### config.mk
export PLATFORM = sky130hd
export DESIGN_NAME = serial_bank_switch_mapper_core
export DESIGN_NICKNAME = d
export VERILOG_FILES = /design/src/design/sbsm_pkg.sv /design/src/design/sbsm_bank_regs.sv /design/src/design/serial_bank_switch_mapper_core.sv
export SDC_FILE = /design/constraint.sdc
export NUM_CORES = 1
export LEC_CHECK = 0
export BUFFER_PORTS_ARGS = -buffer_cell sky130_fd_sc_hd__buf_4
export CAP_MARGIN = 20
export CELL_PAD_IN_SITES_DETAIL_PLACEMENT = 0
export CELL_PAD_IN_SITES_GLOBAL_PLACEMENT = 2
export CORE_AREA = 4 4 111 123
export DETAILED_ROUTE_END_ITERATION = 7
export DIE_AREA = 0 0 115 127
export GPL_TIMING_DRIVEN = 0
export PLACE_DENSITY_LB_ADDON = 0.1
export SYNTH_ARGS = -nofsm -noshare
export SYNTH_HDL_FRONTEND = slang
export SYNTH_SLANG_ARGS = --single-unit
### constraint.sdc
create_clock -name clk -period 1.6 [get_ports clk]
set_input_delay 0 -clock clk [delete_from_list [all_inputs] [get_ports clk]]
set_output_delay 0 -clock clk [all_outputs]
set_load 0.02 [all_outputs]
### src/design/sbsm_pkg.sv
// Shared types and constants for the serial bank-switch mapper.
`timescale 1ns / 1ps
`default_nettype none
package sbsm_pkg;

  typedef enum logic [2:0] {
    TGT_CHR     = 3'd0,
    TGT_PRG_RAM = 3'd1,
    TGT_PRG_ROM = 3'd2,
    TGT_REG     = 3'd3,
    TGT_NONE    = 3'd4
  } target_t;

  localparam logic [1:0] MIRROR_VERTICAL   = 2'd2;
  localparam logic [1:0] MIRROR_HORIZONTAL = 2'd3;

  localparam logic [1:0] SEL_CONTROL = 2'd0;
  localparam logic [1:0] SEL_CHR_LOW = 2'd1;
  localparam logic [1:0] SEL_CHR_HIGH = 2'd2;
  localparam logic [1:0] SEL_PRG = 2'd3;

  localparam logic CFG_IDX_BANK_COUNT = 1'b0;
  localparam logic CFG_IDX_START_VERT = 1'b1;

  localparam logic [4:0] BANK_COUNT_RESET = 5'd16;
  localparam logic [2:0] SERIAL_LAST = 3'd4;
  localparam int PADDR_W = 3;

  typedef struct packed {
    logic [4:0] chr_bank_low;
    logic [4:0] chr_bank_high;
    logic [3:0] prg_bank_low;
    logic [3:0] prg_bank_high;
  } bank_sel_t;

  typedef struct packed {
    logic       we;
    logic [1:0] sel;
    logic [7:0] data;
  } ser_wr_t;

endpackage
`default_nettype wire

### src/design/sbsm_bank_regs.sv
// Serial shift register, bank select registers and configuration registers.
`timescale 1ns / 1ps
`default_nettype none
module sbsm_bank_regs
  import sbsm_pkg::*;
(
  input  wire logic       clk,
  input  wire logic       rst_n,
  input  wire ser_wr_t    ser_wr,
  input  wire logic       cfg_we,
  input  wire logic       cfg_idx,
  input  wire logic [4:0] cfg_wdata,
  output bank_sel_t       banks,
  output logic [4:0]      prg_bank_count,
  output logic            start_vertical,
  output logic [1:0]      mirror_nxt
);

  logic [4:0] serial_value_r, serial_value_nxt;
  logic [2:0] serial_count_r, serial_count_nxt;
  logic [1:0] mirroring_r;
  logic       prg_swap_r, prg_swap_nxt;
  logic       prg_small_r, prg_small_nxt;
  logic       chr_small_r, chr_small_nxt;
  bank_sel_t  banks_r, banks_nxt;
  logic [4:0] bank_count_r, bank_count_nxt;
  logic       start_vert_r, start_vert_nxt;
  logic [4:0] shifted;
  logic [3:0] last_bank;
  logic [3:0] pair_base;

  assign shifted   = {ser_wr.data[0], serial_value_r[4:1]};
  assign last_bank = bank_count_r[3:0] - 4'd1;
  assign pair_base = {shifted[3:1], 1'b0};

  always_comb begin
    serial_value_nxt = serial_value_r;
    serial_count_nxt = serial_count_r;
    mirror_nxt       = mirroring_r;
    prg_swap_nxt     = prg_swap_r;
    prg_small_nxt    = prg_small_r;
    chr_small_nxt    = chr_small_r;
    banks_nxt        = banks_r;
    bank_count_nxt   = bank_count_r;
    start_vert_nxt   = start_vert_r;
    if (cfg_we) begin
      if (cfg_idx == CFG_IDX_BANK_COUNT) begin
        bank_count_nxt          = cfg_wdata;
        banks_nxt.prg_bank_high = cfg_wdata[3:0] - 4'd1;
      end else begin
        start_vert_nxt = cfg_wdata[0];
        mirror_nxt     = cfg_wdata[0] ? MIRROR_VERTICAL : MIRROR_HORIZONTAL;
      end
    end else if (ser_wr.we) begin
      if (ser_wr.data[7]) begin
        serial_value_nxt = '0;
        serial_count_nxt = '0;
      end else if (serial_count_r != SERIAL_LAST) begin
        serial_value_nxt = shifted;
        serial_count_nxt = serial_count_r + 3'd1;
      end else begin
        serial_value_nxt = '0;
        serial_count_nxt = '0;
        unique case (ser_wr.sel)
          SEL_CONTROL: begin
            mirror_nxt    = shifted[1:0];
            prg_swap_nxt  = shifted[2];
            prg_small_nxt = shifted[3];
            chr_small_nxt = shifted[4];
          end
          SEL_CHR_LOW: begin
            if (!chr_small_r) begin
              banks_nxt.chr_bank_low  = {shifted[4:1], 1'b0};
              banks_nxt.chr_bank_high = {shifted[4:1], 1'b1};
            end else begin
              banks_nxt.chr_bank_low = shifted;
            end
          end
          SEL_CHR_HIGH: begin
            if (chr_small_r) begin
              banks_nxt.chr_bank_high = shifted;
            end
          end
          SEL_PRG: begin
            if (!prg_small_r) begin
              banks_nxt.prg_bank_low  = pair_base;
              banks_nxt.prg_bank_high = {pair_base[3:1], 1'b1};
            end else if (!prg_swap_r) begin
              banks_nxt.prg_bank_low  = '0;
              banks_nxt.prg_bank_high = shifted[3:0];
            end else begin
              banks_nxt.prg_bank_low  = shifted[3:0];
              banks_nxt.prg_bank_high = last_bank;
            end
          end
          default: begin
          end
        endcase
      end
    end
  end

  always_ff @(posedge clk) begin
    if (!rst_n) begin
      serial_value_r <= '0;
      serial_count_r <= '0;
      mirroring_r    <= MIRROR_HORIZONTAL;
      prg_swap_r     <= 1'b0;
      prg_small_r    <= 1'b0;
      chr_small_r    <= 1'b0;
      banks_r        <= '{chr_bank_low: 5'd0, chr_bank_high: 5'd0,
                          prg_bank_low: 4'd0,
                          prg_bank_high: BANK_COUNT_RESET[3:0] - 4'd1};
      bank_count_r   <= BANK_COUNT_RESET;
      start_vert_r   <= 1'b0;
    end else begin
      serial_value_r <= serial_value_nxt;
      serial_count_r <= serial_count_nxt;
      mirroring_r    <= mirror_nxt;
      prg_swap_r     <= prg_swap_nxt;
      prg_small_r    <= prg_small_nxt;
      chr_small_r    <= chr_small_nxt;
      banks_r        <= banks_nxt;
      bank_count_r   <= bank_count_nxt;
      start_vert_r   <= start_vert_nxt;
    end
  end

  assign banks          = banks_r;
  assign prg_bank_count = bank_count_r;
  assign start_vertical = start_vert_r;

endmodule
`default_nettype wire

### src/design/serial_bank_switch_mapper_core.sv
// Top level of the serial bank-switch mapper: address translation and result register.
//
// Usage: each input transaction (in_kind, in_address, in_write_data) is one bus
// access. The result transaction gives out_target, the translated out_mem_address,
// the out_mem_write strobe and out_mirror_mode as it stands after the access.
// Writes at 0x8000 and above go to the serial shift register; the fifth bit
// loads the register chosen by address bits 14-13.
// out_valid rises in the cycle after input acceptance. Throughput: one
// transaction per cycle; the single result register sets this, and in_ready
// stays high while that register is empty or being drained.
// Stall: if out_ready is low while a result is held, in_ready drops and the
// held result stays stable until taken.
// Reset (rst_n low, synchronous): serial register and bank selections clear,
// the high PRG bank becomes the last bank, mirroring goes horizontal, and the
// configuration registers return to a bank count of 16 and start_vertical 0.
// Configuration (APB, pready always high) must be written only while idle; the block does not enforce this.
`timescale 1ns / 1ps
`default_nettype none
module serial_bank_switch_mapper_core
  import sbsm_pkg::*;
(
  input  wire logic               clk,
  input  wire logic               rst_n,
  input  wire logic               in_valid,
  output logic                    in_ready,
  input  wire logic               in_kind,
  input  wire logic [15:0]        in_address,
  input  wire logic [7:0]         in_write_data,
  output logic                    out_valid,
  input  wire logic               out_ready,
  output logic [2:0]              out_target,
  output logic [17:0]             out_mem_address,
  output logic                    out_mem_write,
  output logic [1:0]              out_mirror_mode,
  input  wire logic               psel,
  input  wire logic               penable,
  input  wire logic               pwrite,
  input  wire logic [PADDR_W-1:0] paddr,
  input  wire logic [31:0]        pwdata,
  output logic [31:0]             prdata,
  output logic                    pready
);

  logic        accept;
  logic        cfg_we;
  ser_wr_t     ser_wr;
  bank_sel_t   banks;
  logic [4:0]  bank_count;
  logic        start_vert;
  logic [1:0]  mirror_nxt;
  target_t     target_nxt;
  logic [17:0] maddr_nxt;
  logic        mw_nxt;
  logic [4:0]  chr_bank;
  logic [3:0]  prg_bank;

  logic        out_valid_r;
  target_t     target_r;
  logic [17:0] maddr_r;
  logic        mw_r;
  logic [1:0]  mirror_r;

  assign in_ready = !out_valid_r || out_ready;
  assign accept   = in_valid && in_ready;
  assign pready   = 1'b1;
  assign cfg_we   = psel && penable && pwrite;

  assign ser_wr.we   = accept && in_kind && in_address[15];
  assign ser_wr.sel  = in_address[14:13];
  assign ser_wr.data = in_write_data;

  sbsm_bank_regs u_regs (
    .clk            (clk),
    .rst_n          (rst_n),
    .ser_wr         (ser_wr),
    .cfg_we         (cfg_we),
    .cfg_idx        (paddr[2]),
    .cfg_wdata      (pwdata[4:0]),
    .banks          (banks),
    .prg_bank_count (bank_count),
    .start_vertical (start_vert),
    .mirror_nxt     (mirror_nxt)
  );

  always_comb begin
    if (paddr[2] == CFG_IDX_BANK_COUNT) begin
      prdata = {27'd0, bank_count};
    end else begin
      prdata = {31'd0, start_vert};
    end
  end

  assign chr_bank = in_address[12] ? banks.chr_bank_high : banks.chr_bank_low;
  assign prg_bank = in_address[14] ? banks.prg_bank_high : banks.prg_bank_low;

  always_comb begin
    target_nxt = TGT_NONE;
    maddr_nxt  = '0;
    mw_nxt     = 1'b0;
    priority if (in_address[15:13] == 3'b000) begin
      target_nxt = TGT_CHR;
      maddr_nxt  = {1'b0, chr_bank, in_address[11:0]};
      mw_nxt     = in_kind;
    end else if (in_address[15:13] == 3'b011) begin
      target_nxt = TGT_PRG_RAM;
      maddr_nxt  = {5'd0, in_address[12:0]};
      mw_nxt     = in_kind;
    end else if (!in_address[15]) begin
      target_nxt = TGT_NONE;
    end else if (!in_kind) begin
      target_nxt = TGT_PRG_ROM;
      maddr_nxt  = {prg_bank, in_address[13:0]};
    end else begin
      target_nxt = TGT_REG;
    end
  end

  always_ff @(posedge clk) begin
    if (!rst_n) begin
      out_valid_r <= 1'b0;
    end else if (in_ready) begin
      out_valid_r <= in_valid;
    end
  end

  always_ff @(posedge clk) begin
    if (accept) begin
      target_r <= target_nxt;
      maddr_r  <= maddr_nxt;
      mw_r     <= mw_nxt;
      mirror_r <= mirror_nxt;
    end
  end

  assign out_valid       = out_valid_r;
  assign out_target      = target_r;
  assign out_mem_address = maddr_r;
  assign out_mem_write   = mw_r;
  assign out_mirror_mode = mirror_r;

endmodule
`default_nettype wire

### After elaboration in Yosys (flattened, before gate mapping)

Cells that the tools add are included.

| operators by class | value |
|---|---|
| reduce and logical (&&, ||, !) cells | 23 |
| add/sub/neg operators | 3 |
| bitwise gates (word level) | 5 |
| eq/ne operators | 10 |
| multiplexer cells | 35 |

Operators with widths:

| cell | number |
|---|---|
| 2-to-1 mux 17 bit | 4 |
| 2-to-1 mux 5 bit | 6 |
| 2-to-1 mux 4 bit | 7 |
| AND reduction 5 bit | 4 |
| 2-to-1 mux 8 bit | 2 |
| 2-to-1 mux 2 bit | 6 |
| case mux 5 bit (2 select lines) | 1 |
| 2-to-1 mux 3 bit | 3 |
| subtractor 4 x 1 -> 4 bit (second input constant) | 2 |
| AND reduction 7 bit | 1 |
| 2-to-1 mux 1 bit | 6 |
| != test 2 bit (second input constant) | 3 |
| AND reduction 2 bit | 3 |
| nonzero test 2 bit | 3 |
| logical AND 1 bit | 5 |
| inverter 1 bit | 5 |
| equality test 2 bit (second input constant) | 2 |
| != test 2 x 1 -> 1 bit (second input constant) | 2 |
| OR reduction 4 bit | 1 |
| adder 3 x 1 -> 3 bit (second input constant) | 1 |
| equality test 3 x 2 -> 1 bit (second input constant) | 1 |
| zero test 3 bit | 1 |
| != test 3 bit (second input constant) | 1 |
| OR reduction 3 bit | 1 |
| other kinds (5) | 5 |

| storage, ports and cells | value |
|---|---|
| logic and storage cells | 96 |
| register bits | 62 |
| input port bits | 67 |

### Longest topological paths before layout

Gate-level depths: netlist (run 1).

| logic depth | value |
|---|---|
| depth in word-level cells | 8 |
| depth in mapped cells | 8 |
| mapped depth without buffers | 7 |

### Cells and area by module

From an unflattened synthesis (run 1), not the netlist that was laid out.

| second synthesis, totals | value |
|---|---|
| cell total of the unflattened synthesis | 302 |
| area total of the unflattened synthesis | 3047.9 um^2 |

By module, submodules not included:

| module | cells an instance | instances | area an instance (um^2) | sequential area each (um^2) |
|---|---|---|---|---|
| sbsm_bank_regs | 191 | 1 | 1680.4 | 720.7 |
| serial_bank_switch_mapper_core | 111 | 1 | 1367.6 | 740.7 |

### Least setup slack after synthesis (run 1)

No wires, ideal clock.

| timing | value |
|---|---|
| path type | register -> register |
| from | register out_valid_r, in the netlist out_valid |
| to | register mirror_r[1], in the netlist out_mirror_mode[1] (data pin) |
| stages on the path, launching flop included | 7 |
| data required time | 1.343 ns |
| path buffers | 1 |
| slack | -0.274 ns |
| period minus slack after synthesis | 1.874 ns |
| data arrival time | 1.617 ns |
| cell sequence | dfxtp_1 nand2b_1 nand4_4 or4_1 buf_2 mux2i_1 nand2_1 |

| between the ends | value |
|---|---|
| longest elaborated chain between the ends | 7 |

RTL lines:

| element | line | source |
|---|---|---|
| start, declared | serial_bank_switch_mapper_core.sv:57 | `logic out_valid_r;` |
| start signal, assigned | serial_bank_switch_mapper_core.sv:122 | `out_valid_r <= in_valid;` |
| zero test 1 bit | serial_bank_switch_mapper_core.sv:63 | `assign in_ready = !out_valid_r \|\| out_ready;` |
| logical OR 1 bit | serial_bank_switch_mapper_core.sv:63 |  |
| via in_ready | serial_bank_switch_mapper_core.sv:25 | `output logic in_ready,` |
| logical AND 1 bit | serial_bank_switch_mapper_core.sv:64 | `assign accept = in_valid && in_ready;` |
| logical AND 1 bit (2 in a row) | serial_bank_switch_mapper_core.sv:68 | `assign ser_wr.we = accept && in_kind && in_address[15];` |
| 2-to-1 mux 2 bit | sbsm_bank_regs.sv:54 | `end else if (ser_wr.we) begin` |
| 2-to-1 mux 2 bit | sbsm_bank_regs.sv:46 | `if (cfg_we) begin` |
| via mirror_nxt[1] | serial_bank_switch_mapper_core.sv:50 | `logic [1:0] mirror_nxt;` |
| end signal, assigned | serial_bank_switch_mapper_core.sv:131 | `mirror_r <= mirror_nxt;` |
| end, declared | serial_bank_switch_mapper_core.sv:61 | `logic [1:0] mirror_r;` |

The timed path passes the listed nets, and every way through them passes these cells.
A chain may end at the register's enable or synchronous reset.

### Worst setup path after layout (run 1)

| timing | value |
|---|---|
| from | register u_regs.serial_count_r[0] |
| to | register mirror_r[1], in the netlist out_mirror_mode[1] (data pin) |

| between the ends | value |
|---|---|
| longest elaborated chain between the ends | 5 |

RTL lines:

| element | line | source |
|---|---|---|
| start, declared | sbsm_bank_regs.sv:20 | `logic [2:0] serial_count_r, serial_count_nxt;` |
| start signal, assigned | sbsm_bank_regs.sv:118 | `serial_count_r <= serial_count_nxt;` |
| != test 3 bit | sbsm_bank_regs.sv:58 | `end else if (serial_count_r != SERIAL_LAST) begin` |
| 2-to-1 mux 2 bit | sbsm_bank_regs.sv:58 |  |
| 2-to-1 mux 2 bit | sbsm_bank_regs.sv:55 | `if (ser_wr.data[7]) begin` |
| 2-to-1 mux 2 bit | sbsm_bank_regs.sv:54 |  |
| 2-to-1 mux 2 bit | sbsm_bank_regs.sv:46 |  |
| via mirror_nxt[1] | serial_bank_switch_mapper_core.sv:50 |  |

The timed path passes the listed nets, and every way through them passes these cells.

==> impl_metrics.csv, run 1 <==
group,metric,value,unit
finish,seqCellArea,1465,sq um
synthesis,ys_seq_area_share,47.95,%
run_status,violations,"setup timing",
critical_path,cp_top_family,"simple AND/OR/NAND/NOR gates",
sta,rsz0062_at_grt,"true",
sta,slew_headroom,62.92,%
pwr,power_switching_share,24.28,%
pwr,power.switching,980.1,uW
synthesis,ys.flop_type,"dfxtp_1",
synthesis,synth_edf_count,24,
routing,ant_nets,0,
worst_hold_path,hp-start,"in_address[15]",
pwr,sequentialPowerShare,42.0,%
run_status,status,"complete, but fails checks",
routing,wirelength,8.186,mm
critical_path,critPathBufInv,1,
pwr,pwr-share-clk,44.3,%
pwr,p_int,3.056,mW
routing,drcViolationCount,0,
finish,layout_commonest_cell,"buf_4",
sta,layout_setup_ws,-0.05852,ns
synthesis,synth_area,3048,sq um
place,place_inst,555,
finish,antennaDiodeCount,0,
critical_path,reg2reg_slack,-0.06,ns
critical_path,slowest_delay,0.52,ns
routing,vias,2472,
sta,drv_slew,0,
critical_path,cpMaxStageDelayCell,"or4_4",
critical_path,crit_path_end_kind,"flip-flop",
floorplanning,num_rows,43,
critical_path,criticalPathCategory,"reg -> reg",
sta,post-route-period-util,103.7,%
clocking,clock_path_buffers,2,
clocking,numCtsBuffers,9,
pwr,power_density,910.2,nW/um^2
finish,drive_gt1_share,30.79,%
grt,antenna_found_initial,0,
floorplanning,die_area,14610,sq um
critical_path,arrival,1.74,ns
clocking,cts_max_level,3,
routing,routedWlPerCell,13.60,um
routing,drt_iter0_drc,98,
place,hpwl,6.105,mm
clocking,insertion_delay,0.32,ns
floorplanning,io_pins,126,
grt,grt_pass1_vias,2405,
place,place_ws,-0.5022,ns
sta,setup_violations,1,
pwr,combPwrFrac,13.7,%
synthesis,synth_cell_type_count,46,
sta,clock.fmax,602.9,MHz
sta,clock_skew,0.005632,ns
synthesis,syn_inst,313,
finish,syn_to_final_growth,45.48,%
sta,min_period,1.659,ns
critical_path,worstPathCellList,"inv_2 -> ha_4 -> nand2_4 -> or4_4 -> mux2i_2 -> nand2_1",
grt,track_usage,11.31,%
clocking,clk_pin_slew_worst_paths,0.05,ns
critical_path,timing.rr.end,"out_mirror_mode[1]",
synthesis,ys_ff_latch,61,
finish,fin_nets,516,
clocking,cts_tree,"yes",
critical_path,crit_fanout,4,
critical_path,r2r_start,"u_regs.serial_count_r[0]",
grt,grt_max_degree,25,
pwr,power_leakage,1.904,nW
place,gp_congestion,0.7051,
synthesis,ys_warn_count,0,
floorplanning,start_util,24.42,%
finish,nFillCells,1312,
floorplanning,die_w,115,um
grt,grt-ovfl-total,0,
clocking,clock-sinks,61,
finish,fin_cells,602,
grt,grt_pass1_wl,12.67,mm
worst_hold_path,whs_endpoint,"out_mem_write",
finish,final_cell_mix,"99 x buf_4, 39 x nand2_1, 34 x dfxtp_1",
sta,tightest_slew,0.5562,ns
floorplanning,die_y,127,um
sta,hold_viol,0,
worst_hold_path,hold_depth,2,
critical_path,cp.required,1.68,ns
floorplanning,core-area,12480,sq um
clocking,cts-root-buf,"clkbuf_16",
synthesis,avgSynthCellArea,9.738,sq um
critical_path,worst-r2r-cell-count,6,
pwr,peakVddDrop,433.5,uV
synthesis,synth_async_sr_flop_share,0,%
finish,multiInputGateArea,1451,sq um
place,port_buffers,59,
critical_path,start_kind,"flip-flop",
flow_run,maxCapViolations,0,
worst_hold_path,hp-class,"in -> reg",
routing,drtPass1Iterations,4,
routing,routed_via_density,4.106,
==> per-stage QoR <==
| step | util, % | power (mW) | TNS, ns | hold WS [ns] | area (sq um) |
|---|---|---|---|---|---|
| CTS | 34.82 | 4.104 | -0.1131 | 0.001068 | 4347 |
| finish | 35.53 | 4.036 | -0.05852 | 0.01434 | 4434 |
| floorplan | - | 2.042 | -0.09235 | 0.1242 | 3187 |
| detailed placement | 30.65 | 2.230 | -9.404 | 0.2186 | 3826 |
| global route | 35.53 | 4.214 | -0.5761 | 0.01795 | 4434 |
| global placement | 30.65 | 2.229 | -8.761 | 0.2177 | 3826 |
==> state kept, by name (all words and copies together) (netlist names) <==
name / cells
out_mem_write: 1
u_regs.prg_bank_count: 5
out_mirror_mode: 2
out_target: 3
u_regs.serial_value_r: 4
u_regs.start_vertical: 1
out_mem_address: 18
out_valid: 1
u_regs.mirroring_r: 2
u_regs.banks: 18
u_regs.prg_swap_r: 1
u_regs.chr_small_r: 1
u_regs.serial_count_r: 3
u_regs.prg_small_r: 1
==> layout make-up <==
type	instances	area share [%]
Timing Repair Buffer	92	16.79
Multi-Input combinational cell	225	32.73
Sequential cell	61	33.04
Inverter	11	0.9312
Clock inverter	5	0.5643
Clock buffer	11	5.728
Tap cell	157	4.430
Buffer	40	5.784
==> worst max-delay path by stage <==
stage,end,startpoint,depth (start not counted)
after floorplan,out_mirror_mode[1],u_regs.serial_count_r[0],7
after CTS,out_mirror_mode[1],u_regs.serial_count_r[0],6
after global routing,out_mirror_mode[1],u_regs.serial_count_r[0],6
after global placement,u_regs.banks[8],in_address[14],9
final,out_mirror_mode[1],u_regs.serial_count_r[0],6
after detailed placement,u_regs.banks[8],in_address[14],9
==> power groups by stage <==
stage	clock (mW)	sequential, mW	combinational (mW)
2_1_floorplan	0	1.78	0.263
3_3_place_gp	0	1.73	0.503
3_5_place_dp	0	1.73	0.503
4_1_cts	1.86	1.69	0.550
5_1_grt	1.91	1.70	0.604
6_report	1.79	1.69	0.552
==> synthesized netlist by cell type (all sizes together), types with 4 or more instances <==
library cell  number  share of area, %
o21ai             17               2.8
nand3             14               2.5
nand2             41               5.0
a21oi              4              0.66
clkbuf            11               1.4
dfxtp             37                24
nor2b              9               1.8
o22ai              4              0.82
edfxtp            24                24
nand2b             5               1.0
and3               4              0.82
nor2              11               1.4
and2              15               3.2
inv               11               1.4
mux2i             21               6.9
buf               31               7.3
a21boi            12               3.0
ha                 9               3.7
nor3               5              0.82
==> metal layers <==
layer / track usage [%] / wire [um] / vias to the layer above
met5: 0 / 0 / -
met4: 5.180 / 132 / 0
met3: 2.700 / 497 / 10
met2: 17.85 / 3790 / 79
met1: 14.57 / 3766 / 1113
li1: - / - / 1270
==> logic make-up after synthesis <==
logic type | Yosys count | synth area share [%]
simple gates | 117 | 20.57
flops | 61 | 47.95
buf+inv | 53 | 10.02
compound gates | 46 | 9.483
mux | 21 | 6.896
fa+ha+maj | 9 | 3.695
xor+xnor | 4 | 1.150
other cells | 2 | 0.2464
==> what timing repair did <==
action / CTS / global route
endpoints found under the hold margin: 24 / 0
endpoints found under the setup margin: 45 / 33
resized for setup: 6 / 9
gates cloned: 0 / 0
hold buffers: 20 / 0
pin swaps: 3 / 4
buffers inserted: 4 / 9
(Power assumes the default switching activity.)
==> run 2: changes to the inputs <==
Settings changed: REMOVE_ABC_BUFFERS set to 1.
==> run 2 against run 1 <==
The run still ends with setup timing left. Clock power increased by 13%. Flip-flop and latch count stayed put. Combinational power decreased by 9.8%. Core utilization decreased by 1.6 points. Clock-buffer cell count fell by 1. Critical path depth unchanged. Largest power group unchanged. Highest routed layer unchanged.
==> impl_metrics.csv, run 2 (same netlist as run 1, synthesis figures left out) <==
group,metric,value,unit
run_status,status,"complete, but fails checks",
run_status,violations,"setup timing",
sta,rsz0062_at_grt,"true",
sta,post-route-period-util,102.6,%
finish,antennaDiodeCount,0,
grt,grt_pass1_vias,2363,
clocking,insertion_delay,0.33,ns
place,gp_congestion,0.6812,
sta,slew_headroom,55.45,%
pwr,p_total,4.215,mW
sta,drv_slew,0,
sta,clock.fmax,609.3,MHz
routing,routedWlPerCell,14.25,um
clocking,cts_tree,"yes",
pwr,power_density,994.6,nW/um^2
grt,track_usage,11.24,%
clocking,numCtsBuffers,9,
clocking,cts_max_level,3,
routing,drt_iter0_drc,78,
critical_path,crit_path_end_kind,"flip-flop",
sta,setup_violations,1,
grt,grt_pass1_wl,12.48,mm
routing,ant_nets,0,
grt,grt-ovfl-total,0,
clocking,cts-root-buf,"clkbuf_16",
worst_hold_path,hp-class,"in -> reg",
grt,grt_max_degree,47,
finish,multiInputGateArea,1451,sq um
routing,drcViolationCount,0,
finish,fin_cells,565,
critical_path,criticalPathCategory,"reg -> reg",
floorplanning,die_w,115,um
place,place_area,3558,sq um
sta,min_period,1.641,ns
critical_path,arrival,1.72,ns
floorplanning,die_y,127,um
clocking,clock-sinks,61,
routing,vias,2386,
floorplanning,io_pins,126,
place,place_inst,517,
finish,layout_commonest_cell,"buf_4",
critical_path,crit_fanout,4,
flow_run,maxCapViolations,0,
pwr,peakVddDrop,447.3,uV
clocking,clock_path_buffers,2,
grt,antenna_found_initial,0,
sta,whs,0.01514,ns
sta,hold_viol,0,
finish,fin_nets,479,
place,port_buffers,62,
finish,nFillCells,1319,
floorplanning,num_rows,43,
floorplanning,start_util,24.42,%
routing,routed_via_density,4.223,
routing,drtPass1Iterations,5,
sta,layout_setup_ws,-0.04135,ns
floorplanning,core-area,12480,sq um
sta,fin_setup_tns,-0.04135,ns
finish,final_cell_area,4238,sq um
routing,wirelength,8.054,mm
finish,seqCellArea,1464,sq um
floorplanning,die_area,14610,sq um
critical_path,cp.required,1.67,ns
critical_path,start_kind,"flip-flop",
finish,final_util,33.95,%
finish,final_cell_mix,"72 x buf_4, 39 x nand2_1, 35 x dfxtp_1",
finish,drive_gt1_share,26.47,%
clocking,clk_pin_slew_worst_paths,0.05,ns
finish,syn_to_final_growth,39.04,%
sta,tightest_slew,0.6658,ns
pwr,power_leakage,1.771,nW
place,place_ws,-0.5302,ns
place,hpwl,5.671,mm
sta,clock_skew,0.007275,ns
==> run 2: cell count changes in the layout (fill, tap and decap cells not counted), sizes merged <==
| cell | change |
|---|---|
| bufinv | +2 |
| buf | -28 |
| clkinv | -1 |
| clkbuf | -10 |
==> run 2: worst paths after layout <==
check | start | to | slack, ns | depth (start not counted)
setup / recovery | u_regs.serial_count_r[0] | out_mirror_mode[1] | -0.04 | 6
hold / removal | in_address[15] | out_target[2] | 0.02 | 2
setup reg to reg | u_regs.serial_count_r[0] | out_mirror_mode[1] | -0.04 | 6
hold reg to reg | u_regs.banks[11] | u_regs.banks[11] | 0.46 | 2
==> run 2: critical path, stage by stage (launching register included) <==
cell	delay, ns
dfxtp_2	0.32
inv_2	0.07
ha_4	0.16
nand2_4	0.05
or4_4	0.52
mux2i_1	0.20
nand2_1	0.07
==> run 2: area by class of cell <==
type | instances | share of cell area (%)
clock inverters | 6 | 1.831
inverters | 11 | 0.9743
clock buffers | 10 | 5.403
well taps | 157 | 4.635
multi-input cells | 225 | 34.25
repair buffers | 95 | 18.36
flip-flops and latches | 61 | 34.54
==> run 2: layer usage <==
layer / vias up / part of all wire [%] / global-route usage, %
li1: 1202 / - / -
met1: 1100 / 45 / 13.86
met2: 71 / 47 / 18.36
met3: 13 / 5.9 / 2.795
met4: 0 / 2.0 / 5.180
met5: - / 0 / 0
==> run 2: report_power, final <==
group | leakage [nW] | internal, mW | switching [mW]
Clock | 0.151 | 1.35 | 0.677
Sequential | 0.533 | 1.68 | 0.0186
Combinational | 1.09 | 0.211 | 0.287
Total | 1.77 | 3.23 | 0.982
==> run 2: what timing repair did <==
item	CTS	global route
endpoints found under the setup margin	40	30
gates resized for setup	14	9
hold endpoints to repair	25	0
cloned	0	0
buffers inserted	9	3
hold buffers	20	0
pin swaps	7	4
==> run 3: changes to the inputs <==
Settings changed: CORE_AREA 4 4 111 123 to 2 2 109 121, DIE_AREA 0 0 115 127 to 0 0 111 123.
==> run 3 against run 2 <==
The flow still finishes with violations (setup timing). Maximum frequency down 1.2%. Flip-flop and latch count stayed put. Sequential power barely moved. Global-route usage rose by 0.51 points. Critical path depth unchanged. Clock skew decreased by 0.0032 ns. Via count is 0.75% lower. Final area grew 0.74%. Total power shrank 0.47%. Critical endpoint unchanged. Largest cell class unchanged.
==> impl_metrics.csv, run 3 (same netlist as run 1, synthesis figures left out) <==
group,metric,value,unit
critical_path,crit_cells,6,
floorplanning,core-area,12430,sq um
place,hpwl,5.534,mm
sta,clock_skew,0.004047,ns
clocking,numCtsBuffers,9,
critical_path,worstPathCellList,"inv_2 -> ha_4 -> nand2_4 -> or4_4 -> mux2i_2 -> nand2_1",
place,gp_congestion,0.6857,
clocking,cts_tree,"yes",
finish,fin_cells,568,
worst_hold_path,hp-class,"in -> reg",
pwr,power_leakage,1.777,nW
pwr,peakVddDrop,444.6,uV
clocking,clock_path_buffers,2,
clocking,insertion_delay,0.33,ns
critical_path,criticalPathCategory,"reg -> reg",
grt,grt-ovfl-total,0,
routing,routed_via_density,4.169,
sta,layout_setup_ws,-0.06094,ns
critical_path,critPathBufInv,1,
grt,grt_pass1_vias,2237,
floorplanning,die_area,13650,sq um
critical_path,crit_path_end_kind,"flip-flop",
routing,drcViolationCount,0,
grt,grt_max_degree,47,
critical_path,cp_top_family,"simple AND/OR/NAND/NOR gates",
sta,rsz0062_at_grt,"true",
grt,antenna_found_initial,0,
sta,slew_headroom,55.27,%
sta,setup_violations,1,
pwr,p_total,4.195,mW
clocking,clock-sinks,61,
sta,min_period,1.661,ns
critical_path,arrival,1.73,ns
place,port_buffers,62,
grt,grt_pass1_wl,12.22,mm
grt,track_usage,11.75,%
place,place_ws,-0.4988,ns
routing,routedWlPerCell,13.84,um
place,place_inst,517,
critical_path,timing.rr.end,"out_mirror_mode[1]",
sta,clock.fmax,602.1,MHz
finish,antennaDiodeCount,0,
finish,final_cell_mix,"75 x buf_4, 39 x nand2_1, 34 x dfxtp_1",
floorplanning,die_w,111,um
floorplanning,start_util,24.52,%
floorplanning,die_y,123,um
sta,post-route-period-util,103.8,%
critical_path,reg2reg_slack,-0.06,ns
flow_run,maxCapViolations,0,
run_status,violations,"setup timing",
sta,hold_viol,0,
run_status,status,"complete, but fails checks",
finish,layout_commonest_cell,"buf_4",
clocking,cts_max_level,3,
sta,fin_setup_tns,-0.06094,ns
finish,fin_nets,482,
critical_path,start_kind,"flip-flop",
routing,wirelength,7.863,mm
routing,drtPass1Iterations,4,
routing,vias,2368,
routing,ant_nets,0,
critical_path,worst-r2r-cell-count,6,
critical_path,cpMaxStageDelayCell,"or4_4",
critical_path,crit_fanout,4,
critical_path,cp.required,1.67,ns
critical_path,r2r_start,"u_regs.serial_count_r[1]",
worst_hold_path,whs_endpoint,"out_valid",
sta,tightest_slew,0.6685,ns
floorplanning,num_rows,43,
worst_hold_path,hold_depth,3,
clocking,cts-root-buf,"clkbuf_16",
floorplanning,io_pins,126,
sta,drv_slew,0,
worst_hold_path,hp-start,"out_ready",
finish,syn_to_final_growth,40.07,%
pwr,power_density,982.7,nW/um^2
sta,whs,0.01690,ns
critical_path,slowest_delay,0.53,ns
clocking,clk_pin_slew_worst_paths,0.05,ns
routing,drt_iter0_drc,85,
finish,drive_gt1_share,27.01,%
==> run 3: changes by cell type in the layout (fill, tap and decap cells not counted), sizes merged <==
cell / previous run / this run
buf: 75 / 78
clkbuf: 10 / 9
clkinv: 4 / 5
==> run 3: layout make-up <==
cell class	count	area, sq um
clock buffer	9	225.2
clock inverter	7	80.08
fill	1277	8159
inverter	11	41.29
multi-input combinational	225	1460
sequential	61	1465
tap	157	196.4
timing repair buffer	98	800.8
==> run 3: what timing repair did <==
item / CTS / global route
buffers inserted: 9 / 6
hold buffers: 20 / 0
gates resized for setup: 13 / 13
setup endpoints to repair: 41 / 21
pin swaps: 4 / 5
hold endpoints to repair: 25 / 0
==> run 3: worst register-to-register path: stages, from the launching register on <==
cell and delay (ns):
dfxtp_2 0.32, inv_2 0.06, ha_4 0.16, nand2_4 0.06
or4_4 0.53, mux2i_2 0.22, nand2_1 0.06
==> run 3: power by group <==
group	leakage (nW)	switching, mW	total [mW]	internal (mW)
Clock	0.149	0.664	2.00	1.34
Sequential	0.534	0.0188	1.69	1.68
Combinational	1.09	0.288	0.499	0.211
==> run 3: how the worst max path moves through the flow <==
stage / from / endpoint / slack (ns)
2_1_floorplan: out_valid / out_mirror_mode[1] / -0.36
3_3_place_gp: out_valid / u_regs.banks[8] / -0.52
3_5_place_dp: out_valid / out_mirror_mode[1] / -0.50
4_1_cts: u_regs.serial_count_r[1] / out_mirror_mode[1] / -0.08
5_1_grt: u_regs.serial_count_r[0] / out_mirror_mode[1] / -0.13
6_report: u_regs.serial_count_r[1] / out_mirror_mode[1] / -0.06
==> run 3: through the flow <==
step,util (%),instance area [sq um]
final,34.35,4269
after global routing,34.35,4269
after CTS,33.66,4183
after detailed placement,28.63,3558
after global placement,28.51,3543
after floorplan,-,2882
==> run 3: routing by layer <==
metal / part of all wire [%] / routed length [um] / global-route usage, % / up-vias
li1: - / - / - / 1204
met1: 47 / 3665 / 15.16 / 1097
met2: 47 / 3725 / 18.87 / 59
met3: 4.3 / 338 / 2.696 / 8
met4: 1.7 / 133 / 5.391 / 0
met5: 0 / 0 / 0 / -
